==> src/hw/rtl/plv_pkg.sv <==
// Shared types and constants of the polygon list validator.
`timescale 1ns / 1ps

package plv_pkg;

   // Width of the saturating word position counter.
   localparam int POSITION_BITS = 16;

   // Field widths
   localparam int WORD_BITS     = 32;
   localparam int MATERIAL_BITS = 16;
   localparam int VERDICT_BITS  = 3;
   localparam int FPOS_BITS     = 16;

   // Smallest legal vertex count of a polygon
   localparam logic [WORD_BITS-1:0] MIN_POLYGON_SIZE = 32'd3;

   // Verdict codes
   localparam logic [VERDICT_BITS-1:0] V_OK        = 3'd0;
   localparam logic [VERDICT_BITS-1:0] V_EARLY_END = 3'd1;
   localparam logic [VERDICT_BITS-1:0] V_TOO_SMALL = 3'd2;
   localparam logic [VERDICT_BITS-1:0] V_MATERIAL  = 3'd3;
   localparam logic [VERDICT_BITS-1:0] V_VERTEX    = 3'd4;
   localparam logic [VERDICT_BITS-1:0] V_NO_END    = 3'd5;

   // Configuration register indexes
   localparam logic CSR_MATERIAL_COUNT = 1'b0;
   localparam logic CSR_VERTEX_LIMIT   = 1'b1;

   // One result beat
   typedef struct packed {
      logic [WORD_BITS-1:0]    fault_value;
      logic [FPOS_BITS-1:0]    fault_position;
      logic [VERDICT_BITS-1:0] verdict;
   } result_type;

endpackage

==> src/hw/rtl/polygon_list_validator.sv <==
// Polygon list validator: checks a stream of list words and gives one verdict per list.
`timescale 1ns / 1ps

// Channel  Direction  Beat contents
// req      in         tdata[31:0] word; tlast last_word
// rsp      out        tdata[15:0] fault_position, [47:16] fault_value; tuser verdict
// csr      in         write only: csr_addr 0 material_count, 1 vertex_count_limit
//
// One word per cycle while the result register is free or rsp_tready is high: a word is
// held in the input register, checked against the list state by compares and a counter
// update, and its verdict, if any, lands in the result register.
// Reset clears the list state, the configuration registers and both valid flags.
// A stalled rsp holds the result register and the word in the input register;
// req_tready drops while both registers are full and rsp_tready is low.

module polygon_list_validator (
   input  logic        clock,
   input  logic        reset,
   // input words
   input  logic        req_tvalid,
   output logic        req_tready,
   input  logic [31:0] req_tdata,   // [31:0] word
   input  logic        req_tlast,   // last_word
   // verdicts
   output logic        rsp_tvalid,
   input  logic        rsp_tready,
   output logic [47:0] rsp_tdata,   // [15:0] fault_position, [47:16] fault_value
   output logic [2:0]  rsp_tuser,   // [2:0] verdict
   // configuration
   input  logic        csr_we,
   input  logic        csr_addr,
   input  logic [31:0] csr_wdata
);

   localparam int PB = plv_pkg::POSITION_BITS;
   localparam int WB = plv_pkg::WORD_BITS;

   // Parse phase codes
   localparam logic [1:0] PH_COUNT    = 2'd0;
   localparam logic [1:0] PH_MATERIAL = 2'd1;
   localparam logic [1:0] PH_VERTEX   = 2'd2;

   localparam logic [PB-1:0] POS_MAX = {PB{1'b1}};

   // Configuration registers
   logic [plv_pkg::MATERIAL_BITS-1:0] material_count_ff;
   logic [WB-1:0]                     vertex_limit_ff;

   // Input register
   logic          in_valid_ff, in_valid_in;
   logic [WB-1:0] in_word_ff;
   logic          in_last_ff;

   // List state
   logic [1:0]    phase_ff, phase_in;
   logic [WB-1:0] left_ff, left_in;
   logic [PB-1:0] pos_ff, pos_in;
   logic          swallow_ff, swallow_in;

   // Result register
   logic                 out_valid_ff, out_valid_in;
   plv_pkg::result_type  out_ff;

   logic                 proc_fire;
   logic                 have;
   logic [2:0]           verdict;
   logic [WB-1:0]        left_dec;

   // Check stage advances when the result register is free or being emptied
   assign proc_fire  = in_valid_ff && (!out_valid_ff || rsp_tready);
   assign req_tready = !in_valid_ff || proc_fire;
   assign left_dec   = left_ff - 32'd1;

   // Check the held word against the list state
   always_comb begin
      have       = 1'b0;
      verdict    = plv_pkg::V_OK;
      phase_in   = phase_ff;
      left_in    = left_ff;
      pos_in     = pos_ff;
      swallow_in = swallow_ff;
      if (!swallow_ff) begin
         unique case (phase_ff)
            PH_MATERIAL: begin
               if (in_word_ff >= WB'(material_count_ff)) begin
                  verdict = plv_pkg::V_MATERIAL;
                  have    = 1'b1;
               end else begin
                  phase_in = PH_VERTEX;
               end
            end
            PH_VERTEX: begin
               if (in_word_ff >= vertex_limit_ff) begin
                  verdict = plv_pkg::V_VERTEX;
                  have    = 1'b1;
               end else begin
                  left_in = left_dec;
                  if (left_dec == '0) begin
                     phase_in = PH_COUNT;
                  end
               end
            end
            default: begin
               if (in_word_ff == '0) begin
                  verdict = in_last_ff ? plv_pkg::V_OK : plv_pkg::V_EARLY_END;
                  have    = 1'b1;
               end else if (in_word_ff < plv_pkg::MIN_POLYGON_SIZE) begin
                  verdict = plv_pkg::V_TOO_SMALL;
                  have    = 1'b1;
               end else begin
                  left_in  = in_word_ff;
                  phase_in = PH_MATERIAL;
               end
            end
         endcase
         if (!have && in_last_ff) begin
            verdict = plv_pkg::V_NO_END;
            have    = 1'b1;
         end
      end
      // Last word starts a fresh list; otherwise advance the saturating position
      if (in_last_ff) begin
         phase_in   = PH_COUNT;
         left_in    = '0;
         pos_in     = '0;
         swallow_in = 1'b0;
      end else begin
         if (have) begin
            swallow_in = 1'b1;
         end
         if (pos_ff != POS_MAX) begin
            pos_in = pos_ff + 1'b1;
         end
      end
   end

   assign in_valid_in  = req_tready ? req_tvalid : in_valid_ff;
   assign out_valid_in = proc_fire ? have : (out_valid_ff && !rsp_tready);

   // Control registers
   always_ff @(posedge clock) begin
      if (reset) begin
         in_valid_ff       <= 1'b0;
         out_valid_ff      <= 1'b0;
         phase_ff          <= PH_COUNT;
         left_ff           <= '0;
         pos_ff            <= '0;
         swallow_ff        <= 1'b0;
         material_count_ff <= '0;
         vertex_limit_ff   <= '0;
      end else begin
         in_valid_ff  <= in_valid_in;
         out_valid_ff <= out_valid_in;
         if (proc_fire) begin
            phase_ff   <= phase_in;
            left_ff    <= left_in;
            pos_ff     <= pos_in;
            swallow_ff <= swallow_in;
         end
         if (csr_we) begin
            unique case (csr_addr)
               plv_pkg::CSR_MATERIAL_COUNT: begin
                  material_count_ff <= csr_wdata[plv_pkg::MATERIAL_BITS-1:0];
               end
               plv_pkg::CSR_VERTEX_LIMIT: begin
                  vertex_limit_ff <= csr_wdata;
               end
               default: begin
               end
            endcase
         end
      end
   end

   // Payload registers
   always_ff @(posedge clock) begin
      if (req_tready) begin
         in_word_ff <= req_tdata;
         in_last_ff <= req_tlast;
      end
      if (proc_fire && have) begin
         out_ff.verdict        <= verdict;
         out_ff.fault_position <= plv_pkg::FPOS_BITS'(pos_ff);
         out_ff.fault_value    <= in_word_ff;
      end
   end

   assign rsp_tvalid = out_valid_ff;
   assign rsp_tuser  = out_ff.verdict;
   assign rsp_tdata  = {out_ff.fault_value, out_ff.fault_position};

endmodule

==> config.mk <==
export PLATFORM = sky130hd
export DESIGN_NAME = polygon_list_validator
export DESIGN_NICKNAME = d
export VERILOG_FILES = /design/src/hw/rtl/plv_pkg.sv /design/src/hw/rtl/polygon_list_validator.sv
export SDC_FILE = /design/constraint.sdc
export NUM_CORES = 1
export LEC_CHECK = 0
export ABC_AREA = 1
export BUFFER_PORTS_ARGS = -buffer_cell sky130_fd_sc_hd__buf_2
export CORE_MARGIN = 1
export CORE_UTILIZATION = 58
export CTS_BUF_LIST = sky130_fd_sc_hd__clkbuf_16
export CTS_CLUSTER_SIZE = 12
export DETAILED_ROUTE_END_ITERATION = 16
export GPL_ROUTABILITY_DRIVEN = 0
export PLACE_DENSITY = 0.8
export SLEW_MARGIN = 40
export SYNTH_ARGS = -nofsm -noshare
export SYNTH_HDL_FRONTEND = slang
export SYNTH_SLANG_ARGS = --single-unit
==> constraint.sdc <==
create_clock -name clock -period 3.4 [get_ports clock]
set_input_delay 0.34 -clock clock [delete_from_list [all_inputs] [get_ports clock]]
set_output_delay 0.34 -clock clock [all_outputs]
set_load 0.005 [all_outputs]
* After elaboration in Yosys (flattened, before gate mapping)
Cells that the tools add are included.
** Storage, ports and cells
- Register bits :: 185
- Bits of input ports :: 71
- Output and inout bits :: 53
** Operators by class
- Add/sub/neg operators :: 2
- $lt $le $gt $ge :: 3
- Equality and inequality tests :: 12
- Multiplexer cells :: 34
- Bitwise operators :: 1
- Reduce and logical (&&, ||, !) cells :: 21
** Operators by type and width (number)
- two-way mux 32 bit :: 5
- zero test 32 bit :: 2
- case mux 32 bit (2 select lines) :: 1
- greater-or-equal comparator 32 x 16 -> 1 bit :: 1
- greater-or-equal comparator 32 bit :: 1
- less-than comparator 32 x 2 -> 1 bit, second input constant :: 1
- two-way mux 16 bit :: 2
- subtractor 32 x 1 -> 32 bit, second input constant :: 1
- two-way mux 2 bit :: 10
- adder 16 x 1 -> 16 bit, second input constant :: 1
- inequality test 16 bit, second input constant :: 1
- two-way mux 1 bit :: 11
- inequality test 3 bit, second input constant :: 3
- inequality test 4 x 2 -> 1 bit, second input constant :: 2
- AND reduction 2 bit :: 4
- AND reduction 7 bit :: 1
- two-way mux 3 bit :: 2
- inequality test 3 x 2 -> 1 bit, second input constant :: 2
- case mux 3 bit (2 select lines) :: 1
- AND reduction 6 bit :: 1
- logical AND 1 bit :: 4
- zero test 1 bit :: 4
- inequality test 2 bit, second input constant :: 2
- case mux 2 bit (2 select lines) :: 1
- 7 further kinds :: 9

* Logic depth before layout (Yosys ltp)
Gate-level depths: netlist of run 1.
- Depth in word-level cells :: 11
- Depth in mapped cells :: 19
- Mapped depth without buffers :: 19

* Worst setup path after synthesis of run 1
No wires, ideal clock.
- Path kind :: register to register
- Start :: register in_word_ff[31]
- End :: register out_ff (netlist bit rsp_tdata[0]) (enable)
- Library setup time :: 0.405 ns
- Arrival time :: 2.586 ns
- Required time :: 2.995 ns
- Setup slack :: 0.409 ns
- Cell stages (with the launch flop) :: 11
- Buffers on the path :: 0
- Clock period less this slack :: 2.991 ns
- Path through :: edfxtp_1 -> ha_1 -> nand2_1 -> nor4_1 -> and3_1 -> nand2_1 -> nand2_1 -> nand2_1 -> nand4_1 -> nand2_1 -> inv_1
** On the way
- Word-level cells in the longest chain between the ends :: 10
** RTL lines
- start, declared :: RTL line polygon_list_validator.sv:51 : logic [WB-1:0] in_word_ff;
- start signal, assigned :: RTL line polygon_list_validator.sv:178 : in_word_ff <= req_tdata;
- less-than comparator 32 x 2 -> 1 bit :: RTL line polygon_list_validator.sv:107 : end else if (in_word_ff < plv_pkg::MIN_POLYGON_SIZE) begin
- two-way mux 1 bit :: RTL line polygon_list_validator.sv:107
- two-way mux 1 bit :: RTL line polygon_list_validator.sv:104 : if (in_word_ff == '0) begin
- case mux 1 bit (2 select lines) (*) :: RTL line polygon_list_validator.sv:83 : unique case (phase_ff)
- two-way mux 1 bit (*) :: RTL line polygon_list_validator.sv:82 : if (!swallow_ff) begin
- zero test 1 bit :: RTL line polygon_list_validator.sv:116 : if (!have && in_last_ff) begin
- logical AND 1 bit :: RTL line polygon_list_validator.sv:116
- two-way mux 1 bit (*) :: RTL line polygon_list_validator.sv:116
- two-way mux 1 bit (*) :: RTL line polygon_list_validator.sv:82
- logical AND 1 bit (*) :: RTL line polygon_list_validator.sv:181 : if (proc_fire && have) begin
- end, declared :: RTL line polygon_list_validator.sv:62 : plv_pkg::result_type out_ff;
Every way passes the cells marked *; elsewhere a longest branch is shown, timed or not. The select of a mux whose other input is x is not followed.
A chain may end at the register's enable or synchronous reset.

* Final worst setup path of run 1
- Start :: register in_word_ff[30]
- End :: register out_ff (netlist bit rsp_tdata[13]) (enable)
Same word-level chain as after synthesis.

==> impl_metrics.tcl, run 1 <==
set metrics [dict create \
    ys_types 36 \
    setup_viol 0 \
    leakage_uw 0.00454 \
    grt_start_max_net_pins 64 \
    cts_tree "built" \
    yosys.area.top_type_share_pct 27.4 \
    r2r-end "rsp_tdata[13]" \
    vias_per_cell 5.53 \
    syn_nets 1243 \
    num-fill-cells 1245 \
    syn_area_per_cell_um2 8.21 \
    holdPathEnd "in_word_ff[7]" \
    coreArea_um2 15300 \
    fp-row-count 45 \
    cap_viol_max_count 0 \
    fin_util_pct 69.3 \
    postCtsHoldBufs 0 \
    rsz0062_at_grt "false" \
    post_synth_inst_count 1119 \
    crit_type "flip-flop to flip-flop" \
    worst_setup_path_end_kind "flip-flop" \
    synth-seq-area-share_pct 49.4 \
    cts_setup_buffers 0 \
    required_ns 3.55 \
    seq_area_um2 4540 \
    die_w_um 128 \
    clock_sinks 185 \
    worstHoldStart "req_tdata[7]" \
    synth_top_area_cell "edfxtp_1" \
    die_y_um 128 \
    first_global_vias 7376 \
    port_buffers 123 \
    ant_nets 0 \
    dieArea_um2 16400 \
    power.density_nw_per_um2 507 \
    drt_iter0_markers 786 \
    r2r_setup_slack_ns 0.60 \
    start_kind "flip-flop" \
    finalHoldViolCount 0 \
    min_path_type "primary input to flip-flop" \
    ir_worst_vdd_uv 338 \
    path_clk_slew_ns 0.07 \
    tns_ns 0 \
    hold_depth 1 \
    layout-drive-gt1-share_pct 16.7 \
    drc 0 \
    worst_pin_slew_ns 0.593 \
    min_period_ns 2.80 \
    cp_data_arrival_time_ns 2.95 \
    multiInputGateArea_um2 3930 \
    htreeDepth 4 \
    cts_resized 0 \
    grt_pass1_wl_mm 37.3 \
    clock_latency_ns 0.44 \
    cts_buffers 17 \
    overflow 0 \
    io_pins 124 \
    reg2regPathDepth 11 \
    n_antenna_cell 0 \
    skew_ns 0.00890 \
    antenna_found_initial 0 \
    drt_pre_antenna_iters 8 \
    yosysWarnings 0 \
    syn_area_um2 9190 \
    layout_common_cells "nand2_1 (194), inv_1 (144), buf_2 (123)" \
    area_growth_pct 15.5 \
    nets 1360 \
    drv_slew 0 \
    final_common_cell "nand2_1" \
    status "completed" \
    slew_headroom_pct 60.4 \
    place_hpwl_mm 17.1 \
    routedWlPerCell_um 16.0 \
    grt.total_usage_pct 29.8 \
    crit_fanout 23 \
    power_uw 5380 \
    initial_utilization_pct 60.0 \
    max_freq_ghz 0.357 \
    root_buffer "clkbuf_16" \
    cts_buffer_depth 2 \
    rr_startpoint "in_word_ff[30]" \
    wl_mm 23.4 \
    ys_seq_elements 185 \
    yosys-top-cells-area "edfxtp_1 (27%), dfxtp_1 (22%), nand2_1 (8.0%)" \
    design_area_um2 10600 \
    place_area_um2 10100 \
    num_vias 8068 \
    hold_ws_ns 0.0710 \
    fin_crit_sh_pct 82.5 \
]
==> Yosys cell counts <==
library cell  number
a211oi_1           2
a21o_1             2
a21oi_1          115
a31oi_1            4
and3_1             1
buf_2              6
clkbuf_1          27
clkbuf_2           1
clkinv_1           1
dfxtp_1          101
edfxtp_1          84
ha_1              53
inv_1            146
inv_2             11
nand2_1          195
nand2_2           10
nand2_4            2
nand3_1           45
nand3_2            1
nand3b_1           1
nand4_1           18
nor2_1           112
nor2_2            10
nor2_4             6
nor2_8             1
nor3_1            21
nor3b_1            1
nor4_1             4
o211ai_1           1
o21a_1             2
o21ai_0          109
o21ai_1            8
o21bai_1           1
o22ai_1           11
xnor2_1            2
xor2_1             4
==> final cells by class <==
type                       instances  area share [%]
inverter                         158            5.59
sequential                       185            42.8
clock buffer                      18            4.24
clock inverter                    14            1.06
timing repair buffer             132            6.79
tap                              211            2.49
multi-input combinational        742            37.0
==> how the worst max path moves through the flow <==
stage / start / endpoint / cells past startpoint
2_1_floorplan: in_word_ff[31] / rsp_tdata[0] / 10
3_3_place_gp: in_word_ff[26] / rsp_tdata[15] / 11
3_5_place_dp: in_word_ff[30] / rsp_tdata[15] / 11
4_1_cts: in_word_ff[30] / rsp_tdata[12] / 11
5_1_grt: in_word_ff[30] / left_ff[24] / 11
6_report: in_word_ff[30] / rsp_tdata[13] / 11
==> registers in the layout (all words and copies together), names as in the netlist, 2 cells and up <==
register,flops
left_ff,32
pos_ff,16
phase_ff,2
rsp_tuser,3
in_word_ff,32
rsp_tdata,48
vertex_limit_ff,32
material_count_ff,16
==> cell families (layout without fill, tap and decap cells) <==
kind of cell / count (synthesis) / in the layout / synth area share, %
buf+inv: 192 / 322 / 7.94
flops: 185 / 185 / 49.4
fa+ha+maj: 53 / 53 / 7.21
simple gates: 428 / 428 / 20.5
xor+xnor: 6 / 6 / 0.572
compound gates: 255 / 255 / 14.3
==> power breakdown <==
part           internal (µW)  switching (µW)  total (µW)
registers               2450            93.8        2540
logic                    324             616         940
clock network            997             902        1900
total                   3770            1610        5380
==> stage by stage <==
stage                     std cells  setup WS (ns)
after floorplan                1119          0.409
after global placement         1428          0.661
after detailed placement       1428          0.657
after CTS                      1460          0.569
after global routing           1460          0.360
final                          1460          0.596
==> routing by layer <==
layer	GRT usage, %	routed length [µm]	up-vias
met3	6.26	1740	30
met2	46.0	10700	316
met4	8.86	395	0
li1	-	-	3978
met1	42.3	10500	3744
met5	0	0	-
==> worst max-delay path, stage by stage (launching register included) <==
cell and delay, ns:
edfxtp_1 0.47, ha_1 0.32, nand2_1 0.08, nor4_1 0.42, and3_1 0.22, nand2_1 0.05, nand2_1 0.09, nand2_1 0.10
nand4_1 0.08, nand2_1 0.09, inv_2 0.35, buf_12 0.23
(Power assumes the default switching activity.)
==> run 2, diff against run 1 <==
--- a/config.mk
+++ b/config.mk
@@ -8,12 +8,12 @@
 export ABC_AREA = 1
 export BUFFER_PORTS_ARGS = -buffer_cell sky130_fd_sc_hd__buf_2
 export CORE_MARGIN = 1
-export CORE_UTILIZATION = 58
+export CORE_UTILIZATION = 52
 export CTS_BUF_LIST = sky130_fd_sc_hd__clkbuf_16
 export CTS_CLUSTER_SIZE = 12
 export DETAILED_ROUTE_END_ITERATION = 16
 export GPL_ROUTABILITY_DRIVEN = 0
-export PLACE_DENSITY = 0.8
+export PLACE_DENSITY = 0.76
 export SLEW_MARGIN = 40
 export SYNTH_ARGS = -nofsm -noshare
 export SYNTH_HDL_FRONTEND = slang
==> constraint.sdc (replaced) <==
create_clock -name clock -period 2.5 [get_ports clock]
set_input_delay 0.25 -clock clock [delete_from_list [all_inputs] [get_ports clock]]
set_output_delay 0.25 -clock clock [all_outputs]
set_load 0.005 [all_outputs]
==> impl_metrics.tcl, run 2 (synthesized netlist as in run 1, its figures left out) <==
set metrics [dict create \
    status "finished with violations" \
    violations "setup timing" \
    cp.depth 11 \
    path_clk_slew_ns 0.06 \
    worst_pin_slew_ns 0.772 \
    vias_per_cell 5.49 \
    ir_worst_vdd_uv 533 \
    layout_setup_ws_ns -0.108 \
    min_period_ns 2.61 \
    overflow 0 \
    clock_latency_ns 0.43 \
    cts_tree "built" \
    die_w_um 135 \
    crit_type "flip-flop to flip-flop" \
    antenna_found_initial 0 \
    fin_crit_sh_pct 104 \
    fin_util_pct 65.8 \
    initial_utilization_pct 53.1 \
    num_vias 8439 \
    clock_sinks 185 \
    start_kind "flip-flop" \
    crit_family "simple AND/OR/NAND/NOR gates" \
    drt_pre_antenna_iters 5 \
    htreeDepth 4 \
    rsz0062_at_grt "true" \
    max_freq_ghz 0.383 \
    grt_start_max_net_pins 57 \
    dpl_worst_slack_ns -0.0308 \
    multiInputGateArea_um2 4090 \
    power_uw 7350 \
    die_y_um 135 \
    cap_viol_max_count 0 \
    power.density_nw_per_um2 646 \
    root_buffer "clkbuf_16" \
    crit_fanout 5 \
    num-fill-cells 1379 \
    min_path_type "primary input to flip-flop" \
    port_buffers 123 \
    area_growth_pct 23.8 \
    fp-row-count 48 \
    cp_slowest_stage_delay_ns 0.53 \
    crit_start "in_word_ff[13]" \
    cp_data_arrival_time_ns 2.81 \
    grt_pass1_wl_mm 39.1 \
    wl_mm 25.4 \
    hold_ws_ns 0.0223 \
    routedWlPerCell_um 16.5 \
    required_ns 2.70 \
    reg2regPathDepth 11 \
    skew_ns 0.00735 \
    grt.total_usage_pct 28.0 \
    rr_startpoint "in_word_ff[13]" \
    slew_headroom_pct 48.2 \
    coreArea_um2 17300 \
    nets 1424 \
    worstSetupEndpoint "rsp_tdata[7]" \
    finalHoldViolCount 0 \
    final_common_cell "nand2_1" \
    layout-drive-gt1-share_pct 20.1 \
    drc 0 \
    largest_reg_flops 48 \
    io_pins 124 \
    leakage_uw 0.00483 \
    layout_common_cells "nand2_1 (187), inv_1 (145), buf_2 (123)" \
    worst_setup_path_end_kind "flip-flop" \
    worst-path-buf-inv 3 \
    r2r-end "rsp_tdata[7]" \
    slowest_stage "edfxtp_1" \
    drv_slew 0 \
    n_antenna_cell 0 \
    setup_viol 39 \
    r2r_setup_slack_ns -0.11 \
    ant_nets 0 \
    dieArea_um2 18200 \
    place_hpwl_mm 17.5 \
    cts_buffer_depth 2 \
    first_global_vias 7825 \
    critPathMostFrequentCell "nand4_1" \
    tns_ns -2.58 \
    cts_buffers 17 \
    worstPathCellList "ha_4 > a21oi_1 > o21ai_0 > a21oi_2 > nand4_1 > nand3_2 > nand4_1 > nand2_2 > clkinvlp_4 > buf_12 > clkbuf_16" \
    seq_area_um2 4540 \
    drt_iter0_markers 758 \
]
-- run 2: cell types whose count changed in the layout (fill, tap and decap cells not counted), moves of 4 or more --
cell           delta
dlygate4sd3_1    +30
buf_6             +4
o21ai_1           +8
o21ai_0           -9
nand2_2           +8
ha_1              -6
nand2_1           -7
buf_4            +27
nor3_1            -4
ha_4              +6
-- run 2: per-stage QoR --
stage          std cells  area, µm²
2_1_floorplan       1119       9200
3_3_place_gp        1453      10200
3_5_place_dp        1453      10200
4_1_cts             1524      11100
5_1_grt             1536      11400
6_report            1536      11400
-- run 2: area by class of cell --
class | count | share of cell area (%)
Inverter | 158 | 5.25
Tap cell | 225 | 2.47
Clock buffer | 17 | 3.74
Sequential cell | 185 | 40.0
Clock inverter | 13 | 0.825
Timing Repair Buffer | 196 | 11.8
Multi-Input combinational cell | 742 | 36.0
-- run 2: metal layers --
layer  GRT usage (%)  share of wire [%]  wire length (µm)
met1            38.6                 43             10900
met3            5.52                7.9              2010
met4            10.2                2.4               596
met5               0                  0                 0
met2            43.8                 47             11800
-- run 2: repair_timing --
action	in CTS	in global routing
endpoints found under the setup margin	51	67
gates resized for setup	1	39
hold endpoints to repair	29	1
setup buffers	11	12
pin swaps	5	13
hold buffers	29	1
gates cloned	1	1
-- run 2: how the worst min path moves through the flow --
stage / from / endpoint / slack (ns) / depth (start not counted)
after floorplan: reset / in_valid_ff / 0.32 / 1
after global placement: req_tdata[7] / in_word_ff[7] / 0.43 / 1
after detailed placement: req_tdata[4] / in_word_ff[4] / 0.43 / 1
after CTS: req_tdata[9] / in_word_ff[9] / 0.006 / 1
after global routing: req_tdata[0] / in_word_ff[0] / 0.007 / 1
final: req_tdata[30] / in_word_ff[30] / 0.02 / 1
-- run 2: report_power, final --
part | total, µW | internal (µW) | leakage, µW | switching, µW
clock network | 2460 | 1330 | 0.000260 | 1120
registers | 3450 | 3330 | 0.00164 | 123
logic | 1440 | 538 | 0.00293 | 899
total | 7350 | 5200 | 0.00483 | 2140
==> run 3, diff against run 2 <==
--- a/config.mk
+++ b/config.mk
@@ -14,6 +14,7 @@
 export DETAILED_ROUTE_END_ITERATION = 16
 export GPL_ROUTABILITY_DRIVEN = 0
 export PLACE_DENSITY = 0.76
+export RECOVER_POWER = 100
 export SLEW_MARGIN = 40
 export SYNTH_ARGS = -nofsm -noshare
 export SYNTH_HDL_FRONTEND = slang
==> impl_metrics.tcl, run 3 (synthesized netlist as in run 1, its figures left out) <==
set metrics [dict create \
    cts_tree "built" \
    fin_crit_sh_pct 105 \
    worstPathCellList "ha_4 > a21oi_1 > o21ai_0 > a21oi_2 > nand4_1 > nand3_2 > nand4_1 > nand2_2 > clkinvlp_4 > buf_12 > clkbuf_16" \
    path_clk_slew_ns 0.06 \
    wl_mm 25.4 \
    slowest_stage "edfxtp_1" \
    layout-drive-gt1-share_pct 19.6 \
    fin_util_pct 65.7 \
    violations "setup timing" \
    antenna_found_initial 0 \
    area_growth_pct 23.6 \
    n_antenna_cell 0 \
    fp-row-count 48 \
    min_path_type "primary input to flip-flop" \
    min_period_ns 2.62 \
    nets 1424 \
    routedWlPerCell_um 16.5 \
    coreArea_um2 17300 \
    layout_common_cells "nand2_1 (187), inv_1 (145), buf_2 (118)" \
    power_uw 7340 \
    worst_setup_path_end_kind "flip-flop" \
    required_ns 2.70 \
    final_common_cell "nand2_1" \
    max_freq_ghz 0.382 \
    drc 0 \
    htreeDepth 4 \
    worst_pin_slew_ns 0.773 \
    rsz0062_at_grt "true" \
    crit_type "flip-flop to flip-flop" \
    num_vias 8447 \
    status "finished with violations" \
    cts_buffer_depth 2 \
    io_pins 124 \
    slew_headroom_pct 48.2 \
    cts_buffers 17 \
    cp_data_arrival_time_ns 2.82 \
    critPathMostFrequentCell "nand4_1" \
    grt.total_usage_pct 28.0 \
    port_buffers 123 \
    root_buffer "clkbuf_16" \
    place_hpwl_mm 17.5 \
    drt_pre_antenna_iters 6 \
    skew_ns 0.00750 \
    die_w_um 135 \
    cp_slowest_stage_delay_ns 0.53 \
    ant_nets 0 \
    power.density_nw_per_um2 646 \
    clock_latency_ns 0.43 \
    ir_worst_vdd_uv 530 \
    grt_start_max_net_pins 57 \
    finalHoldViolCount 0 \
    first_global_vias 7825 \
    overflow 0 \
    start_kind "flip-flop" \
    num-fill-cells 1380 \
    dieArea_um2 18200 \
    crit_fanout 5 \
    largest_reg_flops 48 \
    clock_sinks 185 \
    grt_pass1_wl_mm 39.1 \
    drt_iter0_markers 754 \
    drv_slew 0 \
    layout_setup_ws_ns -0.117 \
    leakage_uw 0.00481 \
    initial_utilization_pct 53.1 \
    cap_viol_max_count 0 \
    die_y_um 135 \
    vias_per_cell 5.50 \
    setup_viol 39 \
]
run 3: through the flow:
stage | hold slack [ns] | setup slack, ns | cells | area [µm²] | setup TNS (ns)
3_5_place_dp | 0.428 | -0.0308 | 1453 | 10200 | -0.689
4_1_cts | 0.00575 | 0.000459 | 1524 | 11100 | 0
2_1_floorplan | 0.319 | -0.161 | 1119 | 9200 | -8.23
5_1_grt | 0.0270 | -0.185 | 1536 | 11400 | -7.80
6_report | 0.0526 | -0.117 | 1536 | 11400 | -2.86
3_3_place_gp | 0.426 | 0.0593 | 1453 | 10200 | 0
run 3: critical path, delay by kind of cell (launching register included):
| kind | cells | cell delay [ns] |
|---|---|---|
| and+or+nand+nor | 4 | 0.57 |
| DFF | 1 | 0.53 |
| adders and majority gates | 1 | 0.28 |
| AOI/OAI and AO/OA | 3 | 0.49 |
| buffers and inverters | 3 | 0.51 |
run 3: final timing paths:
path | slack (ns) | depth (start not counted) | from | endpoint
hold / removal | 0.05 | 1 | req_tdata[30] | in_word_ff[30]
setup reg to reg | -0.12 | 11 | in_word_ff[13] | rsp_tdata[14]
setup / recovery | -0.12 | 11 | in_word_ff[13] | rsp_tdata[14]
hold reg to reg | 0.46 | 2 | vertex_limit_ff[9] | vertex_limit_ff[9]
run 3: cell type report:
class                   count  area, µm²  share of cell area [%]
clock buffers              17        425                    3.74
flip-flops and latches    185       4540                    40.0
multi-input cells         742       4090                    36.0
repair buffers            196       1330                    11.7
clock inverters            13       93.8                   0.826
well taps                 225        282                    2.48
inverters                 158        597                    5.25
run 3: routing by layer:
| layer | vias to the layer above | GRT usage (%) | part of all wire (%) |
|---|---|---|---|
| met5 | - | 0 | 0 |
| met3 | 50 | 5.52 | 8.2 |
| li1 | 4088 | - | - |
| met1 | 3890 | 38.6 | 43 |
| met2 | 419 | 43.8 | 47 |
| met4 | 0 | 10.2 | 2.2 |
run 3: repair_timing:
action | 4_1_cts | 5_1_grt
endpoints found under the hold margin | 29 | 1
hold buffers | 29 | 1
gates resized for setup | 1 | 39
setup endpoints to repair | 51 | 67
buffers inserted | 11 | 12
pin swaps | 5 | 13
gates cloned | 1 | 1
run 3: power by group:
group / switching [µW] / leakage (µW) / internal [µW]
registers: 123 / 0.00164 / 3330
logic: 899 / 0.00291 / 536
clock network: 1120 / 0.000260 / 1330
total: 2140 / 0.00481 / 5200
